===== config.mk =====
export PLATFORM = sky130hd
export DESIGN_NAME = segment_lcd_ram_writer_unit
export DESIGN_NICKNAME = d
export VERILOG_FILES = /design/src/hw/rtl/slrw_pkg.sv /design/src/hw/rtl/slrw_encoder.sv /design/src/hw/rtl/segment_lcd_ram_writer_unit.sv
export SDC_FILE = /design/constraint.sdc
export NUM_CORES = 1
export LEC_CHECK = 0
export BUFFER_PORTS_ARGS = -buffer_cell sky130_fd_sc_hd__buf_2
export CAP_MARGIN = 20
export CORE_MARGIN = 1
export CORE_UTILIZATION = 57
export DETAILED_ROUTE_END_ITERATION = 6
export GPL_TIMING_DRIVEN = 1
export PLACE_DENSITY = 0.81
export SYNTH_ARGS = -nofsm -noshare
export SYNTH_HDL_FRONTEND = slang
export SYNTH_HIERARCHICAL = 1
export SYNTH_SLANG_ARGS = --single-unit

===== constraint.sdc =====
create_clock -name i_clk -period 3.9 [get_ports i_clk]
set_input_delay 0.78 -clock i_clk [delete_from_list [all_inputs] [get_ports i_clk]]
set_output_delay 0.78 -clock i_clk [all_outputs]
set_load 0.01 [all_outputs]

===== src/hw/rtl/slrw_pkg.sv =====
// ----------------------------------------------------------------------------
// slrw_pkg
// types, command codes and glyph tables for the segment lcd ram writer
// ----------------------------------------------------------------------------
package slrw_pkg;

    localparam int unsigned WORD_W   = 32;
    localparam int unsigned N_COM    = 4;
    localparam int unsigned MASK_W   = 16;
    localparam int unsigned CMD_W    = 2;
    localparam int unsigned POS_W    = 3;
    localparam int unsigned CHAR_W   = 8;
    localparam int unsigned DIGIT_W  = 5;
    localparam int unsigned BIT_IDX_W = 5;

    typedef logic [CMD_W-1:0]     t_cmd;
    typedef logic [POS_W-1:0]     t_pos;
    typedef logic [MASK_W-1:0]    t_mask;
    typedef logic [WORD_W-1:0]    t_word;
    typedef logic [BIT_IDX_W-1:0] t_bit_idx;

    localparam t_cmd CMD_CLEAR = 2'd0;
    localparam t_cmd CMD_CHAR  = 2'd1;
    localparam t_cmd CMD_DIGIT = 2'd2;
    localparam t_cmd CMD_RAW   = 2'd3;

    localparam t_pos POS_LAST = 3'd5;

    localparam logic [CHAR_W-1:0] CHAR_A    = 8'h41;
    localparam logic [CHAR_W-1:0] CHAR_Z    = 8'h5a;
    localparam logic [CHAR_W-1:0] CHAR_ZERO = 8'h30;
    localparam logic [CHAR_W-1:0] CHAR_NINE = 8'h39;

    // update handed from the encoder to the word store
    typedef struct packed {
        t_word                  keep_mask;
        logic [N_COM-1:0][WORD_W-1:0] set_words;
    } t_update;

    function automatic t_mask letter_glyph(input logic [4:0] idx);
        t_mask g;
        case (idx)
            5'd0:  g = 16'hf00b;
            5'd1:  g = 16'h511e;
            5'd2:  g = 16'h3005;
            5'd3:  g = 16'h511c;
            5'd4:  g = 16'hb005;
            5'd5:  g = 16'hb001;
            5'd6:  g = 16'h300f;
            5'd7:  g = 16'he00b;
            5'd8:  g = 16'h0110;
            5'd9:  g = 16'h400d;
            5'd10: g = 16'ha441;
            5'd11: g = 16'h2005;
            5'd12: g = 16'h6609;
            5'd13: g = 16'h6249;
            5'd14: g = 16'h700d;
            5'd15: g = 16'hf003;
            5'd16: g = 16'h704d;
            5'd17: g = 16'hf043;
            5'd18: g = 16'hb00e;
            5'd19: g = 16'h1110;
            5'd20: g = 16'h600d;
            5'd21: g = 16'h2c01;
            5'd22: g = 16'h6849;
            5'd23: g = 16'h0e40;
            5'd24: g = 16'h0610;
            5'd25: g = 16'h1c04;
            default: g = '0;
        endcase
        return g;
    endfunction

    function automatic t_mask number_glyph(input logic [3:0] idx);
        t_mask g;
        case (idx)
            4'd0: g = 16'h700d;
            4'd1: g = 16'h4008;
            4'd2: g = 16'hd007;
            4'd3: g = 16'h500e;
            4'd4: g = 16'he00a;
            4'd5: g = 16'hb00e;
            4'd6: g = 16'hb00f;
            4'd7: g = 16'h5008;
            4'd8: g = 16'hf00f;
            4'd9: g = 16'hf00e;
            default: g = '0;
        endcase
        return g;
    endfunction

    function automatic t_word clear_mask(input t_pos pos);
        t_word m;
        case (pos)
            3'd0:    m = 32'hcffffffc;
            3'd1:    m = 32'hf3ffff03;
            3'd2:    m = 32'hfcfffcff;
            3'd3:    m = 32'hffcff3ff;
            3'd4:    m = 32'hfff3cfff;
            default: m = 32'hfffc3fff;
        endcase
        return m;
    endfunction

    // destination bit for high pair bit 0/1, low pair bit 0/1
    function automatic t_bit_idx place(input t_pos pos, input logic [1:0] sel);
        logic [3:0][BIT_IDX_W-1:0] row;
        case (pos)
            3'd0:    row = {5'd1,  5'd0,  5'd29, 5'd28};
            3'd1:    row = {5'd7,  5'd2,  5'd27, 5'd26};
            3'd2:    row = {5'd9,  5'd8,  5'd25, 5'd24};
            3'd3:    row = {5'd11, 5'd10, 5'd21, 5'd20};
            3'd4:    row = {5'd13, 5'd12, 5'd19, 5'd18};
            default: row = {5'd15, 5'd14, 5'd16, 5'd17};
        endcase
        return row[sel];
    endfunction

endpackage


===== src/hw/rtl/slrw_encoder.sv =====
// ----------------------------------------------------------------------------
// slrw_encoder
// glyph lookup and bit scatter for one digit command
// ----------------------------------------------------------------------------
module slrw_encoder (
    input  slrw_pkg::t_cmd              i_cmd,
    input  slrw_pkg::t_pos              i_position,
    input  logic [slrw_pkg::CHAR_W-1:0] i_char_code,
    input  logic signed [slrw_pkg::DIGIT_W-1:0] i_digit,
    input  slrw_pkg::t_mask             i_raw_mask,
    output slrw_pkg::t_update           o_update
);

    slrw_pkg::t_pos  pos_c;
    slrw_pkg::t_mask glyph;
    logic [4:0]      char_off;
    logic [3:0]      num_off;

    always_comb begin
        pos_c = (i_position > slrw_pkg::POS_LAST) ? slrw_pkg::POS_LAST : i_position;
        // only the low bits of the offset are needed once the range is known
        char_off = i_char_code[4:0] - slrw_pkg::CHAR_A[4:0];
        num_off  = i_char_code[3:0] - slrw_pkg::CHAR_ZERO[3:0];
        glyph = '0;
        case (i_cmd)
            slrw_pkg::CMD_CHAR: begin
                if (i_char_code >= slrw_pkg::CHAR_A && i_char_code <= slrw_pkg::CHAR_Z) begin
                    glyph = slrw_pkg::letter_glyph(char_off);
                end else if (i_char_code >= slrw_pkg::CHAR_ZERO &&
                             i_char_code <= slrw_pkg::CHAR_NINE) begin
                    glyph = slrw_pkg::number_glyph(num_off);
                end
            end
            slrw_pkg::CMD_DIGIT: begin
                // negative values and 10..15 stay blank
                if (!i_digit[slrw_pkg::DIGIT_W-1] && i_digit[3:0] <= 4'd9) begin
                    glyph = slrw_pkg::number_glyph(i_digit[3:0]);
                end
            end
            slrw_pkg::CMD_RAW: begin
                glyph = i_raw_mask;
            end
            default: begin
                glyph = '0;
            end
        endcase
    end

    // com k takes mask bits 14-2k,15-2k (high pair) and 2k,2k+1 (low pair)
    always_comb begin
        o_update.keep_mask = (i_cmd == slrw_pkg::CMD_CLEAR) ?
                             slrw_pkg::clear_mask(pos_c) : '1;
        for (int k = 0; k < slrw_pkg::N_COM; k++) begin
            o_update.set_words[k] = '0;
            o_update.set_words[k][slrw_pkg::place(pos_c, 2'd0)] = glyph[14 - 2*k];
            o_update.set_words[k][slrw_pkg::place(pos_c, 2'd1)] = glyph[15 - 2*k];
            o_update.set_words[k][slrw_pkg::place(pos_c, 2'd2)] = glyph[2*k];
            o_update.set_words[k][slrw_pkg::place(pos_c, 2'd3)] = glyph[2*k + 1];
        end
    end

endmodule


===== src/hw/rtl/segment_lcd_ram_writer_unit.sv =====
// ----------------------------------------------------------------------------
// segment_lcd_ram_writer_unit
// four-word segment memory image of a six-digit 14-segment lcd
// ----------------------------------------------------------------------------
//  channel   | handshake           | payload
//  ----------+---------------------+------------------------------------------
//  input     | i_valid / o_stall   | i_cmd i_position i_char_code i_digit
//            |                     | i_raw_mask
//  output    | o_valid / i_stall   | o_com0_word .. o_com3_word
//
//  one word per cycle sustained while i_stall stays low; an accepted word goes
//  through the input register, then the encoder and word update into the result
//  register, and o_valid rises as the word is loaded there
//  synchronous active-low reset clears the segment image and both valid flags
//  while the result is stalled the input register still takes one word;
//  o_stall rises only when both registers are full and i_stall is high
// ----------------------------------------------------------------------------
module segment_lcd_ram_writer_unit (
    input  logic                                  i_clk,
    input  logic                                  i_rst_n,
    input  logic                                  i_valid,
    output logic                                  o_stall,
    input  slrw_pkg::t_cmd                        i_cmd,
    input  slrw_pkg::t_pos                        i_position,
    input  logic [slrw_pkg::CHAR_W-1:0]           i_char_code,
    input  logic signed [slrw_pkg::DIGIT_W-1:0]   i_digit,
    input  slrw_pkg::t_mask                       i_raw_mask,
    output logic                                  o_valid,
    input  logic                                  i_stall,
    output slrw_pkg::t_word                       o_com0_word,
    output slrw_pkg::t_word                       o_com1_word,
    output slrw_pkg::t_word                       o_com2_word,
    output slrw_pkg::t_word                       o_com3_word
);

    // input register
    logic                                r_in_valid;
    slrw_pkg::t_cmd                      r_cmd;
    slrw_pkg::t_pos                      r_position;
    logic [slrw_pkg::CHAR_W-1:0]         r_char_code;
    logic signed [slrw_pkg::DIGIT_W-1:0] r_digit;
    slrw_pkg::t_mask                     r_raw_mask;

    // segment image, also the result register
    logic                                          r_out_valid;
    logic [slrw_pkg::N_COM-1:0][slrw_pkg::WORD_W-1:0] r_words;
    logic [slrw_pkg::N_COM-1:0][slrw_pkg::WORD_W-1:0] n_words;

    slrw_pkg::t_update update;
    logic              advance;
    logic              in_take;

    // the input register moves on whenever the result register is free
    assign advance = r_in_valid && (!r_out_valid || !i_stall);
    assign o_stall = r_in_valid && r_out_valid && i_stall;
    assign in_take = i_valid && !o_stall;

    slrw_encoder u_enc (
        .i_cmd       (r_cmd),
        .i_position  (r_position),
        .i_char_code (r_char_code),
        .i_digit     (r_digit),
        .i_raw_mask  (r_raw_mask),
        .o_update    (update)
    );

    // clear ands the digit's bits away, glyph commands or them in
    always_comb begin
        for (int k = 0; k < slrw_pkg::N_COM; k++) begin
            n_words[k] = (r_words[k] & update.keep_mask) | update.set_words[k];
        end
    end

    always_ff @(posedge i_clk) begin
        if (!i_rst_n) begin
            r_in_valid <= 1'b0;
        end else if (in_take) begin
            r_in_valid <= 1'b1;
        end else if (advance) begin
            r_in_valid <= 1'b0;
        end
    end

    // payload only, no reset needed
    always_ff @(posedge i_clk) begin
        if (in_take) begin
            r_cmd       <= i_cmd;
            r_position  <= i_position;
            r_char_code <= i_char_code;
            r_digit     <= i_digit;
            r_raw_mask  <= i_raw_mask;
        end
    end

    // the image itself is state, so it is cleared at reset
    always_ff @(posedge i_clk) begin
        if (!i_rst_n) begin
            r_out_valid <= 1'b0;
            r_words     <= '0;
        end else begin
            if (advance) begin
                r_out_valid <= 1'b1;
                r_words     <= n_words;
            end else if (!i_stall) begin
                r_out_valid <= 1'b0;
            end
        end
    end

    assign o_valid     = r_out_valid;
    assign o_com0_word = r_words[0];
    assign o_com1_word = r_words[1];
    assign o_com2_word = r_words[2];
    assign o_com3_word = r_words[3];

endmodule


Word-level counts from Yosys, hierarchy flattened
Memory sizes are Yosys's and may differ from the RTL's. A register that Yosys moved wholly into a read port is not among the register bits.
Index checks and enable logic that the tools add are counted.
{ "classes": {"n_addsub": 1, "order_cmp": 14, "n_eq_ne": 8, "n_mux": 34, "n_bitwise": 12, "n_reduce_logical": 19} }
{ "op_table": {"columns": ["cell", "n"], "rows": [
  ["bitwise mux 32 bit", 12],
  ["bitwise AND 32 bit", 8],
  ["case mux 30 bit (5 select lines)", 1],
  ["OR 32 bit", 4],
  ["case mux 19 bit (5 select lines)", 1],
  ["two-way mux 16 bit", 3],
  ["case mux 16 bit (3 select lines)", 1],
  ["two-way mux 30 bit", 1],
  ["demux 1 bit (select 5 bit)", 4],
  ["less-than comparator 5 x 6 -> 1 bit, second input constant", 3],
  [">= comparator 5 x 1 -> 1 bit, second input constant", 3],
  ["logical AND 1 bit", 11],
  [">= comparator 8 x 6 -> 1 bit, second input constant", 1],
  [">= comparator 8 x 7 -> 1 bit, second input constant", 1],
  ["<= comparator 8 x 6 -> 1 bit, second input constant", 1],
  ["<= comparator 8 x 7 -> 1 bit, second input constant", 1],
  ["two-way mux 1 bit", 8],
  ["two-way mux 4 bit", 2],
  ["== test 3 x 2 -> 1 bit, second input constant", 2],
  ["less-than comparator 4 x 6 -> 1 bit, second input constant", 1],
  ["subtractor 5 x 1 -> 5 bit, second input constant", 1],
  ["== test 2 bit, second input constant", 2],
  [">= comparator 4 x 1 -> 1 bit, second input constant", 1],
  ["<= comparator 4 bit, second input constant", 1],
  ["11 further kinds", 14]
]} }
{ "word_totals": {"reg_bits": 164, "mem_bits_ro": 704, "output_inout_bits": 130, "word_cells": 102, "memories": 3} }
{ "mem_list": {"columns": ["memory", "words", "width", "read_ports", "rd_ports_with_merged_regs", "write_ports", "line", "text"], "rows": [
  ["(no name shown)", 32, 14, 1, 0, 0, "slrw_pkg.sv:42", "case (idx)"],
  ["(no name shown)", 16, 8, 1, 1, 0, "slrw_pkg.sv:76", "case (idx)"],
  ["(no name shown)", 16, 8, 1, 1, 0, "slrw_pkg.sv:76", null]
]} }

Logic depth before layout (Yosys ltp)
{ "depth": {"word_depth": 13, "mapped_depth": 15, "ltp_nobuf": 12} }

Hierarchy
Netlist, hierarchy kept.
{ "by_module_without_submodules": {"columns": ["mod", "n_inst", "cells_each", "area_per_inst_um2"], "rows": [
  ["segment_lcd_ram_writer_unit", 1, 633, 7119.3],
  ["slrw_encoder", 1, 400, 2507.4]
]} }

Worst setup path after synthesis
No wires, ideal clock.
{ "synth_path": {"path_kind": "register to register", "startpoint": "register r_char_code[1] in the netlist's numbering", "endpoint": "register r_words, in the netlist o_com1_word[10]", "t_arrival_ns": 3.029, "slack_ns": 0.750, "stages_incl_launch_ff": 15, "n_path_buf": 4, "path_cell_list": "edfxtp_1 -> buf_2 -> buf_1 -> inv_1 -> ha_1 -> ha_1 -> clkbuf_1 -> clkbuf_1 -> o211ai_1 -> o31ai_1 -> o21ai_0 -> a311oi_2 -> nor2_1 -> nand2_1 -> o22ai_2"} }
{ "synth_lines": {"columns": ["element", "line", "text"], "rows": [
  ["from (decl)", "segment_lcd_ram_writer_unit.sv:40", "logic [slrw_pkg::CHAR_W-1:0] r_char_code;"],
  ["from (signal assigned)", "segment_lcd_ram_writer_unit.sv:89", "r_char_code <= i_char_code;"],
  ["to (signal assigned)", "segment_lcd_ram_writer_unit.sv:103", "r_words <= n_words;"],
  ["to (decl)", "segment_lcd_ram_writer_unit.sv:46", "logic [slrw_pkg::N_COM-1:0][slrw_pkg::WORD_W-1:0] r_words;"]
]} }

==> flow_summary.json <==
{
  "wl_met3_mm": 1.89,
  "routed_wl_mm": 24.6,
  "die_x_um": 132,
  "hold_violations": 0,
  "syn_to_final_growth_pct": 13.5,
  "synth_edf_count": 34,
  "synthesis.area_sq_um": 9630,
  "skew_ns": 0.0122,
  "yosys_warnings": 6,
  "io_pins": 168,
  "drt_iter0_drc": 699,
  "synth_area_leader_cell": "dfxtp_1",
  "async_flop_share_pct": 0,
  "gp_congestion": 0.919,
  "numCtsBuffers": 17,
  "first_pass_iters": 5,
  "antenna-diode-count": 0,
  "chipHeight_um": 132,
  "core_area_sq_um": 16500,
  "status": "complete, no violations",
  "required_ns": 4.21,
  "critPathKind": "reg -> reg",
  "min_delay_path_depth": 2,
  "grt-ovfl-total": 0,
  "synth_cell_types": 71,
  "grtUsageTotal_pct": 28.4,
  "ant_nets": 0,
  "met2_length_mm": 11.4,
  "relSlewSlack_pct": 30.3,
  "r2r_start": "r_char_code[0]",
  "cts_buffer_depth": 2,
  "post_cts_resized": 0,
  "min_from": "o_com3_word[31]",
  "ff2ff_path_depth": 11,
  "cts_tree": "yes",
  "rsz0062_at_grt": "no",
  "drc": 0,
  "postCtsSetupRepairBufs": 0,
  "portBuffers": 167,
  "vias_per_cell": 5.70,
  "hold_buffers": 0,
  "clock-root-buffer": "clkbuf_16",
  "syn_avg_cell_area_sq_um": 9.32,
  "grt_pass1_vias": 7250,
  "drive_gt1_share_pct": 34.6,
  "wl_met1_mm": 10.4,
  "finalSetupViolations": 0,
  "layout_commonest_cell": "nand2_1",
  "num_vias": 7910,
  "leakagePower_nw": 4.86,
  "worst_setup_path_start_kind": "flop",
  "clk_pin_slew_ns": 0.06,
  "cts_max_level": 4,
  "finalSetupTns_ns": 0,
  "synth_area_leaders": "dfxtp_1 (27%), o22ai_2 (16%), nand2_1 (11%), edfxtp_1 (11%), nor2_8 (6.2%)",
  "ys_seq_area_share_pct": 37.6,
  "die_area_sq_um": 17400,
  "peakVddDrop_v": 0.000299,
  "row_count": 47,
  "hold_class": "reg -> reg",
  "crit_arrival_ns": 3.59,
  "critPathMaxFanout": 13,
  "power_density_nw_per_um2": 377,
  "yosys_most_used_dff": "dfxtp_1",
  "fin_nets": 1210,
  "synth_seq_cells": 164,
  "pre_cts_ws_ns": 0.636,
  "maxSlewViolCount": 0,
  "period_share_pct": 84.2,
  "startpoint": "r_char_code[0]",
  "maxCapViolCount": 0,
  "fmax_mhz": 304,
  "nFillCells": 1324,
  "cts.sinks": 164,
  "finalWorstSetupSlack_ns": 0.615,
  "tightest_slew_ns": 1.05,
  "grt_pass1_wl_mm": 38.5,
  "antenna_found_initial": 0,
  "synth_top_area_share_pct": 27.0,
  "grt_max_degree": 110,
  "fin_crit_ns": 3.29,
  "top_layer": "met4",
  "dp_hpwl_mm": 17.0,
  "syn_inst": 1033,
  "clk_latency_ns": 0.43,
  "initial_core_util_pct": 58.3,
  "post_drt_wl_per_cell_um": 17.8,
  "layout_common_cells": "nand2_1 (277), buf_2 (166), dfxtp_1 (130)",
  "endpoint_kind": "flop"
}
[power by group]
part | internal [W] | switching, W
sequential | 0.00178 | 0.0000339
clock | 0.00105 | 0.000738
combinational | 0.000175 | 0.000343
[critical path, stage by stage (launching register included)]
cell	delay, ns
edfxtp_1	0.39
inv_1	0.19
ha_1	0.31
ha_1	0.44
ha_1	0.30
nor4b_1	0.15
a31oi_1	0.15
o21ai_0	0.09
a221oi_1	0.80
nor3_1	0.14
nand2_1	0.12
o22ai_2	0.08
[cell type report]
| cell class | instances | area [sq um] | area share [%] |
|---|---|---|---|
| multi-input combinational | 756 | 5180 | 47.4 |
| clock inverter | 13 | 180 | 1.65 |
| clock buffer | 19 | 443 | 4.05 |
| sequential | 164 | 3620 | 33.2 |
| inverter | 11 | 41.3 | 0.378 |
| timing repair buffer | 204 | 1180 | 10.8 |
| tap | 220 | 275 | 2.52 |
[per-stage QoR]
step                cells  area [sq um]  power (W)  hold WS (ns)  util, %
detailed placement   1355         10300    0.00236         0.461     62.3
floorplan            1067          9750    0.00225         0.467        -
global route         1387         10900    0.00426         0.489     66.1
finish               1387         10900    0.00412         0.468     66.1
global placement     1355         10300    0.00236         0.454     62.3
CTS                  1387         10900    0.00413         0.470     66.1
[state kept, by name (all words and copies together), names as in the netlist]
signal	count
o_com0_word	32
o_com1_word	32
o_com2_word	32
o_com3_word	32
o_valid	1
r_char_code	8
r_cmd	2
r_digit	5
r_in_valid	1
r_position	3
r_raw_mask	16
[cell usage after synthesis (6+ instances only)]
library cell / n
nand3_1: 7
nor3_1: 17
inv_1: 10
o21ai_0: 11
o22ai_2: 120
buf_6: 8
nor2_1: 56
edfxtp_1: 34
clkbuf_1: 31
dfxtp_1: 130
nor2b_1: 6
a21oi_1: 63
o22ai_1: 11
nor2_8: 30
buf_2: 23
or3_1: 8
o211ai_1: 7
a211oi_1: 9
ha_1: 18
buf_4: 69
nand2_1: 277
[metal layers]
metal,vias up,GRT usage [%]
met5,-,0
met4,0,13.2
met3,71,6.42
met2,355,44.7
met1,3710,36.9
li1,3774,-
[cells by family after synthesis]
family                     after synthesis  share of synthesized area (%)
AOI/OAI and AO/OA                      262                           25.0
xor gates and xnor gates                 3                          0.468
adders and majority gates               18                           2.34
buffers and inverters                  147                           9.97
DFF                                    164                           37.6
muxes                                    6                          0.637
other                                    2                         0.0780
and+or+nand+nor                        431                           23.8
[final timing paths]
| check | endpoint | slack (ns) |
|---|---|---|
| min | o_com3_word[31] | 0.47 |
| min reg2reg | o_com3_word[31] | 0.47 |
| max | o_com2_word[20] | 0.61 |
| max reg2reg | o_com2_word[20] | 0.61 |
Note: power is estimated with default switching activity, not from simulation.
